--- config.mk ---
export PLATFORM = sky130hd
export DESIGN_NAME = bdq_cell
export DESIGN_NICKNAME = d
export VERILOG_FILES = /design/src/design/bdq_pkg.sv /design/src/design/bdq_cell.sv
export SDC_FILE = /design/constraint.sdc
export NUM_CORES = 1
export LEC_CHECK = 0
export BUFFER_PORTS_ARGS = -buffer_cell sky130_fd_sc_hd__buf_2
export CAP_MARGIN = 5
export CORE_ASPECT_RATIO = 0.9
export CORE_MARGIN = 4
export CORE_UTILIZATION = 45
export CTS_CLUSTER_SIZE = 20
export DETAILED_ROUTE_END_ITERATION = 16
export HOLD_SLACK_MARGIN = 0.06
export PLACE_DENSITY = 0.93
export SLEW_MARGIN = 20
export SYNTH_ARGS = -nofsm -noshare
export SYNTH_HDL_FRONTEND = slang
export SYNTH_SLANG_ARGS = --single-unit
export TNS_END_PERCENT = 20
--- constraint.sdc ---
create_clock -name i_clk -period 3.5 [get_ports i_clk]
set_input_delay 0.7 -clock i_clk [delete_from_list [all_inputs] [get_ports i_clk]]
set_output_delay 0.7 -clock i_clk [all_outputs]
set_load 0.02 [all_outputs]
--- src/design/bdq_pkg.sv ---
package bdq_pkg;

    localparam int DEPTH_DEF = 64;
    localparam int WORD_W    = 32;
    localparam int ENTRY_W   = 7;

    typedef logic signed [WORD_W-1:0] t_word;
    typedef logic [ENTRY_W-1:0]       t_entry;

    typedef enum logic [1:0] {
        KIND_PUSH_FRONT = 2'd0,
        KIND_PUSH_BACK  = 2'd1,
        KIND_POP_FRONT  = 2'd2,
        KIND_POP_BACK   = 2'd3
    } t_kind;

    typedef enum logic [1:0] {
        ST_DONE  = 2'd0,
        ST_FULL  = 2'd1,
        ST_EMPTY = 2'd2
    } t_status;

    // shift and write controls broadcast to every cell
    typedef struct packed {
        logic f_ins;
        logic f_del;
        logic f_put;
        logic r_ins;
        logic r_del;
        logic r_put;
    } t_cell_ctl;

    typedef struct packed {
        t_word   popped_value;
        t_status status;
        t_entry  entry_count;
        logic    is_empty;
        t_word   front_word;
        t_word   back_word;
    } t_result;

endpackage

--- src/design/bdq_cell.sv ---
module bdq_cell #(
    parameter int CNT_W    = 7,
    parameter int CELL_IDX = 0
) (
    input  logic                i_clk,
    input  bdq_pkg::t_word      i_f_left,
    input  bdq_pkg::t_word      i_f_right,
    input  bdq_pkg::t_word      i_r_left,
    input  bdq_pkg::t_word      i_r_right,
    input  bdq_pkg::t_word      i_data,
    input  bdq_pkg::t_cell_ctl  i_ctl,
    input  logic [CNT_W-1:0]    i_put_idx,
    output bdq_pkg::t_word      o_f,
    output bdq_pkg::t_word      o_r
);
    import bdq_pkg::*;

    localparam logic [CNT_W-1:0] MY_IDX = CNT_W'(CELL_IDX);

    t_word r_f, n_f;
    t_word r_r, n_r;
    logic  w_hit;

    assign w_hit = (i_put_idx == MY_IDX);

    always_comb begin
        n_f = r_f;
        if (i_ctl.f_ins) begin
            n_f = i_f_left;
        end else if (i_ctl.f_del) begin
            n_f = i_f_right;
        end else if (i_ctl.f_put && w_hit) begin
            n_f = i_data;
        end
    end

    always_comb begin
        n_r = r_r;
        if (i_ctl.r_ins) begin
            n_r = i_r_left;
        end else if (i_ctl.r_del) begin
            n_r = i_r_right;
        end else if (i_ctl.r_put && w_hit) begin
            n_r = i_data;
        end
    end

    always_ff @(posedge i_clk) begin
        r_f <= n_f;
        r_r <= n_r;
    end

    assign o_f = r_f;
    assign o_r = r_r;
endmodule

# [After elaboration in Yosys (flattened, before gate mapping)]
# Cells that the tools add are included.
[op_classes] n_reduce_logical=5 mux=6
[ops] operator="32-bit two-way mux" count=6
[ops] operator="7-bit logical NOT" count=1
[ops] operator="3-bit nonzero test" count=2
[ops] operator="1-bit logical AND" count=2
[word_totals] reg_bits=64 wordCells=13

# [Logic depth before layout (Yosys ltp)]
# Gate-level depths: netlist (run 1).
[depth] word_depth=5 mapped_depth=4

# [Least setup slack after synthesis (run 1)]
# No wires, ideal clock.
[synth_path] path_type="input -> register" start="input i_put_idx[2]" end="register r_f[0], in the netlist o_f[0] (enable)" path_buffers=0 cell_stages=2 path_slack_ps=1106 t_arrival_ps=1998 cell_sequence="nor4_1 > a311o_1"
[synth_via] elab_chain_cells=3
[synth_rtl] element="start, declared" line="bdq_cell.sv:12" rtl="input logic [CNT_W-1:0] i_put_idx,"
[synth_rtl] element="7-bit logical NOT" line="bdq_cell.sv:24" rtl="assign w_hit = (i_put_idx == MY_IDX);"
[synth_rtl] element="1-bit logical AND" line="bdq_cell.sv:32" rtl="end else if (i_ctl.f_put && w_hit) begin"
[synth_rtl] element="3-bit nonzero test (no source line)"
[synth_rtl] element="end signal, assigned" line="bdq_cell.sv:49" rtl="r_f <= n_f;"
[synth_rtl] element="end, declared" line="bdq_cell.sv:20" rtl="t_word r_f, n_f;"
# No other way between the ends.
# A chain may end at the register's enable or synchronous reset.

# [Final worst setup path (run 1)]
[layout_path] start="input i_put_idx[2]" end="register r_f[19], in the netlist o_f[19] (enable)"
# Same word-level chain as after synthesis.

==> flow_metrics.env, run 1 <==
export IMPL_synth_edf_count=64
export IMPL_clockPowerShare_pct=31.5
export IMPL_synth_main_ff_cell="edfxtp_1"
export IMPL_crit_family="compound AO/OA/AOI/OAI gates"
export IMPL_grt_max_degree=65
export IMPL_drcViolationCount=0
export IMPL_yosys_warnings=0
export IMPL_hp_class="in2reg"
export IMPL_core_area_um2=7150
export IMPL_rsz0062_at_grt="no"
export IMPL_synthDistinctLibCells=12
export IMPL_setup_viol=0
export IMPL_worst_setup_path_start_kind="input port"
export IMPL_clk_pin_slew_worst_paths_ns=0.07
export IMPL_postCtsHoldBufs=0
export IMPL_hold_path_depth=3
export IMPL_pre_cts_slack_ns=1.13
export IMPL_dp_hpwl_um=7990
export IMPL_vias=3180
export IMPL_final_nets=686
export IMPL_layout_cells_non_filler=610
export IMPL_tightest_slew_ns=0.798
export IMPL_ctsResizeCount=0
export IMPL_crit_arrival_ns=1.97
export IMPL_worst_path_max_delay_cell="a311o_2"
export IMPL_max_cap_violations=0
export IMPL_die_h_um=90.0
export IMPL_status="finished clean"
export IMPL_finalHoldViolCount=0
export IMPL_drv_slew=0
export IMPL_numCtsBuffers=9
export IMPL_drive_gt1_share_pct=49.7
export IMPL_cts_tree="yes"
export IMPL_cts_setup_buffers=0
export IMPL_htreeDepth=3
export IMPL_fp_row_count=29
export IMPL_detail_route_vias_per_cell=5.21
export IMPL_timing_fmax_ghz=0.498
export IMPL_tns_ns=0
export IMPL_detail_route_wl_per_cell_um=17.0
export IMPL_areaGrowthSynthToFinish_pct=39.8
export IMPL_track_usage_pct=22.7
export IMPL_power_density_nw_per_um2=451
export IMPL_fin_worst_hold_slack_ns=0.653
export IMPL_vdd_ir_drop_max_mv=0.280
export IMPL_ys_ff_latch=64
export IMPL_yosysSeqAreaShare_pct=57.1
export IMPL_drt_initial_drc_count=73
export IMPL_p_sw_share_pct=27.4
export IMPL_postSynthCellCount=282
export IMPL_path_max_fanout=32
export IMPL_crit_chain="buf_2, nor4_1, a311o_2"
export IMPL_route_antenna_remaining_nets=0
export IMPL_pin_count=238
export IMPL_clk_path_buf_depth=2
export IMPL_diodes=0
export IMPL_synth_common_cells="edfxtp_1 (64), mux2i_1 (64), nand2_1 (64)"
export IMPL_synth_top_area_cell="edfxtp_1"
export IMPL_synth_top_area_share_pct=57.1
export IMPL_min_to="o_f[0]"
export IMPL_crit_type="in2reg"
export IMPL_firstDrtPassIters=5
export IMPL_synth_cell_area_um2=3360
export IMPL_post_route_period_util_pct=57.4
export IMPL_die_width_um=99.1
export IMPL_power_frac_seq_pct=45.9
export IMPL_intPower_uw=1540
export IMPL_portBuffers=237
export IMPL_grt_pass1_wl_um=16000
export IMPL_routed_wl_um=10300
export IMPL_post_route_min_period_ns=2.01
export IMPL_antenna_found_initial=0
export IMPL_synth_area_leaders="edfxtp_1 (57%), mux2i_1 (19%), o21ai_1 (8.6%), nand2_1 (7.1%), buf_12 (3.6%)"
export IMPL_leakagePower_uw=0.00233
export IMPL_gp_congestion=0.936
export IMPL_power_switching_uw=580
export IMPL_async_flop_share_pct=0
export IMPL_die_area_um2=8930
export IMPL_root_buffer="clkbuf_8"
export IMPL_grt_pass1_vias=3517
export IMPL_endpoint_kind="register"
export IMPL_clkSinkCount=64
export IMPL_syn_nets=456
export IMPL_min_delay_start="i_f_left[0]"
export IMPL_worst_path_buf_inv=1
export IMPL_cpPeakStageDelay_ns=0.79
export IMPL_timing_max_slew_rel_slack_pct=46.8
export IMPL_grt_overflow_total=0
export IMPL_combinationalPowerShare_pct=22.6
export IMPL_dp_cells=594
export IMPL_crit_required_ns=3.46
export IMPL_synth_area_per_cell_um2=11.9
export IMPL_start_util_pct=47.1
export IMPL_layout_setup_ws_ns=1.49
[cell usage in the layout (no fill, tap or decap), drive strengths merged]
cell type,Yosys,final
a311o,2,2
clkinv,0,2
buf,20,241
nand2,64,64
edfxtp,64,64
mux2i,64,64
clkbuf,2,11
clkinvlp,0,1
nor3,1,1
o21ai,64,64
nor4,1,1
bufinv,0,2
[flip-flops by register name, summed over array words and instances (netlist names)]
name / count
o_r: 32
o_f: 32
[worst max-delay path by stage]
stage / start / depth (start not counted) / end / slack (ns)
3_5_place_dp: i_put_idx[2] / 3 / o_f[16] / 1.13
5_1_grt: i_put_idx[2] / 3 / o_f[11] / 1.37
6_report: i_put_idx[2] / 3 / o_f[19] / 1.49
4_1_cts: i_put_idx[2] / 3 / o_f[11] / 1.48
3_3_place_gp: i_put_idx[2] / 3 / o_f[14] / 1.20
2_1_floorplan: i_put_idx[2] / 2 / o_f[0] / 1.11
[power groups by stage]
stage	clock (uW)	combinational, uW	sequential, uW
4_1_cts	688	481	974
3_3_place_gp	0	465	986
5_1_grt	724	516	982
6_report	668	479	973
2_1_floorplan	0	151	1110
3_5_place_dp	0	480	990
[tightest hold or removal path: cells and delay by family]
family | cells | cell delay [ns]
AOI/OAI and AO/OA | 1 | 0.06
buffers and inverters | 1 | 0.07
and+or+nand+nor | 1 | 0.04
[logic make-up after synthesis]
| kind of cell | count (synthesis) | synth area share [%] |
|---|---|---|
| buf+inv | 22 | 6.25 |
| simple gates | 66 | 7.47 |
| mux | 64 | 19.0 |
| flops | 64 | 57.1 |
| compound gates | 66 | 10.1 |
[layout make-up]
cell class,instances,area [um^2]
clock buffer,11,131
sequential,64,1920
clock inverter,5,81.3
fill,568,2450
timing repair buffer,241,1220
multi-input combinational,196,1230
tap,93,116
[stage by stage]
step | utilization, % | area [um^2] | power (uW)
finish | 65.8 | 4700 | 2120
global route | 65.8 | 4700 | 2220
detailed placement | 62.8 | 4490 | 1470
floorplan | - | 3360 | 1260
global placement | 62.8 | 4490 | 1450
CTS | 65.8 | 4700 | 2140
[routing by layer]
| metal | share of wire (%) | global-route usage [%] |
|---|---|---|
| met3 | 9.1 | 8.05 |
| met2 | 54 | 40.9 |
| met1 | 34 | 22.5 |
| met4 | 3.1 | 11.8 |
| met5 | 0 | 0 |
Note: power is estimated with default switching activity, not from simulation.
==> run 2, diff against run 1 <==
- CORE_UTILIZATION: 45 -> 41
- PLACE_DENSITY: 0.93 -> 0.86
- clock period: 3.5 -> 1.95 ns (I/O delays scaled with it)
==> run 2 against run 1 <==
  * Critical path depth increased by 1
  * Routed wire length decreased by 3.3%
  * Largest cell class unchanged
  * Critical endpoint is now o_r[13]
  * Combinational power increased by 83%
  * Global-route usage decreased by 2.8 points
==> flow_metrics.env, run 2 (synthesis gave the netlist of run 1 again) <==
export IMPL_status="finished clean"
export IMPL_gp_congestion=0.847
export IMPL_hp_class="in2reg"
export IMPL_postCtsHoldBufs=0
export IMPL_final_nets=693
export IMPL_vias=3128
export IMPL_start_util_pct=41.9
export IMPL_power_density_nw_per_um2=742
export IMPL_detail_route_wl_per_cell_um=16.1
export IMPL_route_antenna_remaining_nets=0
export IMPL_die_h_um=93.9
export IMPL_drive_gt1_share_pct=49.9
export IMPL_endpoint_kind="register"
export IMPL_setup_viol=0
export IMPL_dp_hpwl_um=8180
export IMPL_crit_required_ns=1.96
export IMPL_tightest_slew_ns=0.491
export IMPL_rsz0062_at_grt="no"
export IMPL_pin_count=238
export IMPL_firstDrtPassIters=4
export IMPL_timing_fmax_ghz=0.676
export IMPL_tns_ns=0
export IMPL_cts_tree="yes"
export IMPL_vdd_ir_drop_max_mv=0.355
export IMPL_post_route_period_util_pct=75.9
export IMPL_routed_wl_um=10000
export IMPL_clk_path_buf_depth=2
export IMPL_timing_max_slew_rel_slack_pct=67.0
export IMPL_die_area_um2=9720
export IMPL_detail_route_vias_per_cell=5.03
export IMPL_fillCellCount=702
export IMPL_grt_pass1_vias=3158
export IMPL_portBuffers=237
export IMPL_crit_arrival_ns=1.49
export IMPL_p_total_uw=3520
export IMPL_ctsResizeCount=0
export IMPL_multiInputGateArea_um2=1230
export IMPL_htreeDepth=3
export IMPL_drv_slew=0
export IMPL_final_common_cell="buf_2"
export IMPL_grt_pass1_wl_um=14700
export IMPL_grt_max_degree=39
export IMPL_fin_worst_hold_slack_ns=0.355
export IMPL_leakagePower_uw=0.00235
export IMPL_numCtsBuffers=9
export IMPL_clkSinkCount=64
export IMPL_regArea_um2=1920
export IMPL_fp_row_count=31
export IMPL_cts_setup_buffers=0
export IMPL_drcViolationCount=0
export IMPL_path_max_fanout=32
export IMPL_post_route_min_period_ns=1.48
export IMPL_root_buffer="clkbuf_8"
export IMPL_finalHoldViolCount=0
export IMPL_track_usage_pct=19.8
export IMPL_core_area_um2=8030
export IMPL_max_cap_violations=0
export IMPL_drt_initial_drc_count=56
export IMPL_grt_overflow_total=0
export IMPL_areaGrowthSynthToFinish_pct=40.8
export IMPL_crit_type="in2reg"
export IMPL_mostFrequentLayoutCells="buf_2 (237), mux2i_1 (64), nand2_1 (64), edfxtp_1 (64), o21ai_1 (58)"
export IMPL_die_width_um=103
export IMPL_antenna_found_initial=0
export IMPL_worst_setup_path_start_kind="input port"
export IMPL_diodes=0
export IMPL_clk_pin_slew_worst_paths_ns=0.07
[run 2: cell type report]
cell class	count	area share, %
flip-flops and latches	64	40.6
repair buffers	248	27.6
multi-input cells	196	26.1
clock buffers	9	2.61
well taps	99	2.61
clock inverters	6	0.581
[run 2: routing by layer]
layer,up-vias,part of all wire (%),GRT usage [%]
li1,1510,-,-
met1,1451,36,20.7
met2,151,54,36.3
met3,16,8.6,6.24
met4,0,1.9,7.77
met5,-,0,0
[run 2: final timing paths]
check	from	end	slack (ns)	cells after the start
hold / removal	i_f_left[24]	o_f[24]	0.36	3
setup / recovery	i_put_idx[2]	o_r[13]	0.47	4
[run 2: power by group]
group / internal (uW) / switching (uW)
sequential: 1700 / 39.3
clock: 434 / 461
combinational: 356 / 522
[run 2: metrics by stage]
| stage | cells | setup WS (ns) | util [%] | instance area, um^2 |
|---|---|---|---|---|
| floorplan | 282 | -0.134 | - | 3360 |
| global placement | 607 | 0.268 | 57.1 | 4590 |
| detailed placement | 607 | 0.156 | 57.1 | 4590 |
| CTS | 622 | 0.503 | 59.0 | 4740 |
| global route | 622 | 0.433 | 59.0 | 4740 |
| finish | 622 | 0.470 | 59.0 | 4740 |
[run 2: worst max-delay path, cell delays in order]
cell	delay (ns)
buf_2	0.10
nor4_1	0.47
a311o_2	0.30
buf_12	0.22
==> run 3, diff against run 2 <==
- clock period: 1.95 -> 1.42 ns (I/O delays scaled with it)
==> run 3 against run 2 <==
  * Non-clock buffer count grew 2
  * Routed wire length grew 0.95%
  * Global-route usage about the same
  * Total power grew 37%
  * Final area is 1.5% higher
  * First-iteration DRC count is 27% higher
  * Sequential power up 38%
  * Sequential share of layout area is 0.58 points lower
  * Clock power increased by 32%
  * Cell count is the same
  * Worst hold slack lost 0.12 ns
  * Via count is 0.26% higher
  * Critical endpoint is now o_f[15]
==> flow_metrics.env, run 3 (synthesis gave the netlist of run 1 again) <==
export IMPL_mostFrequentLayoutCells="buf_2 (237), mux2i_1 (64), nand2_1 (64), edfxtp_1 (64), o21ai_1 (58)"
export IMPL_portBuffers=237
export IMPL_htreeDepth=3
export IMPL_multiInputGateArea_um2=1250
export IMPL_tightest_slew_ns=0.407
export IMPL_cts_setup_buffers=0
export IMPL_fin_worst_hold_slack_ns=0.239
export IMPL_die_h_um=93.9
export IMPL_crit_family="flip-flops"
export IMPL_post_route_min_period_ns=1.17
export IMPL_max_cap_violations=0
export IMPL_firstDrtPassIters=5
export IMPL_layout_setup_ws_ns=0.251
export IMPL_grt_pass1_vias=3140
export IMPL_drcViolationCount=0
export IMPL_pre_cts_slack_ns=-0.0448
export IMPL_power_density_nw_per_um2=1000
export IMPL_fp_row_count=31
export IMPL_vdd_ir_drop_max_mv=0.586
export IMPL_clkSinkCount=64
export IMPL_dp_cells=609
export IMPL_setup_viol=0
export IMPL_drt_initial_drc_count=71
export IMPL_clk_path_buf_depth=2
export IMPL_post_route_period_util_pct=82.3
export IMPL_worst_path_buf_inv=1
export IMPL_path_max_fanout=1
export IMPL_crit_required_ns=1.14
export IMPL_timing_fmax_ghz=0.856
export IMPL_layout_cells_non_filler=622
export IMPL_ctsResizeCount=0
export IMPL_postCtsHoldBufs=0
export IMPL_drv_slew=0
export IMPL_diodes=0
export IMPL_clk_pin_slew_worst_paths_ns=0.06
export IMPL_areaGrowthSynthToFinish_pct=42.9
export IMPL_crit_type="reg2out"
export IMPL_worst_path_max_delay_cell="edfxtp_1"
export IMPL_drive_gt1_share_pct=50.3
export IMPL_root_buffer="clkbuf_8"
export IMPL_fillCellCount=672
export IMPL_route_antenna_remaining_nets=0
export IMPL_detail_route_wl_per_cell_um=16.2
export IMPL_regArea_um2=1920
export IMPL_leakagePower_uw=0.00238
export IMPL_status="finished clean"
export IMPL_crit_arrival_ns=0.88
export IMPL_tns_ns=0
export IMPL_grt_max_degree=44
export IMPL_rsz0062_at_grt="no"
export IMPL_cpPeakStageDelay_ns=0.39
export IMPL_crit_chain="buf_2"
export IMPL_dp_hpwl_um=8260
export IMPL_core_area_um2=8030
export IMPL_min_delay_start="i_f_left[0]"
export IMPL_worst_setup_path_start_kind="register"
export IMPL_timing_max_slew_rel_slack_pct=72.9
export IMPL_grt_overflow_total=0
export IMPL_pin_count=238
export IMPL_track_usage_pct=19.9
export IMPL_start_util_pct=41.9
export IMPL_crit_start="o_f[15]"
export IMPL_finalHoldViolCount=0
export IMPL_numCtsBuffers=9
export IMPL_final_nets=695
export IMPL_routed_wl_um=10100
export IMPL_hold_path_depth=3
export IMPL_hp_class="in2reg"
export IMPL_cts_tree="yes"
export IMPL_final_common_cell="buf_2"
export IMPL_grt_pass1_wl_um=14600
export IMPL_antenna_found_initial=0
export IMPL_vias=3136
export IMPL_detail_route_vias_per_cell=5.04
export IMPL_min_to="o_f[0]"
export IMPL_die_area_um2=9720
export IMPL_gp_congestion=0.807
export IMPL_endpoint_kind="primary output"
export IMPL_die_width_um=103
[run 3: cell count changes in the layout (fill, tap and decap cells not counted)]
cell        delta
buf_12         +4
buf_4          -2
clkinv_1       -2
clkbuf_1       +1
clkinvlp_4     -1
nor4_1         -1
nor4_4         +1
[run 3: area by class of cell]
type / count / share of cell area (%)
sequential: 64 / 40.0
clock inverter: 3 / 0.260
timing repair buffer: 250 / 28.5
clock buffer: 10 / 2.65
multi-input combinational: 196 / 26.0
tap: 99 / 2.58
[run 3: worst max-delay path by stage]
stage / to / slack (ns) / depth (start not counted)
6_report: o_f[15] / 0.25 / 1
5_1_grt: o_f[30] / 0.20 / 1
4_1_cts: o_f[3] / 0.23 / 1
3_5_place_dp: o_r[7] / -0.04 / 4
3_3_place_gp: o_r[10] / 0.0002 / 4
2_1_floorplan: o_f[0] / -0.07 / 2
[run 3: metrics by stage]
stage / power, uW / util, % / area (um^2)
after floorplan: 3110 / - / 3380
after global placement: 3640 / 58.1 / 4670
after detailed placement: 3680 / 58.1 / 4670
after CTS: 4880 / 59.9 / 4810
after global routing: 5060 / 59.9 / 4810
final: 4810 / 59.9 / 4810
[run 3: metal layers]
layer / up-vias / part of all wire (%) / track usage, %
li1: 1509 / - / -
met1: 1454 / 36 / 20.4
met2: 150 / 53 / 36.6
met3: 23 / 9.0 / 6.61
met4: 0 / 2.2 / 7.55
met5: - / 0 / 0
[run 3: report_power, final]
group | total, uW | leakage (uW) | internal [uW] | switching, uW
combinational | 1240 | 0.00165 | 508 | 728
clock | 1180 | 0.0000729 | 589 | 590
sequential | 2400 | 0.000659 | 2340 | 58.5
total | 4810 | 0.00238 | 3440 | 1380
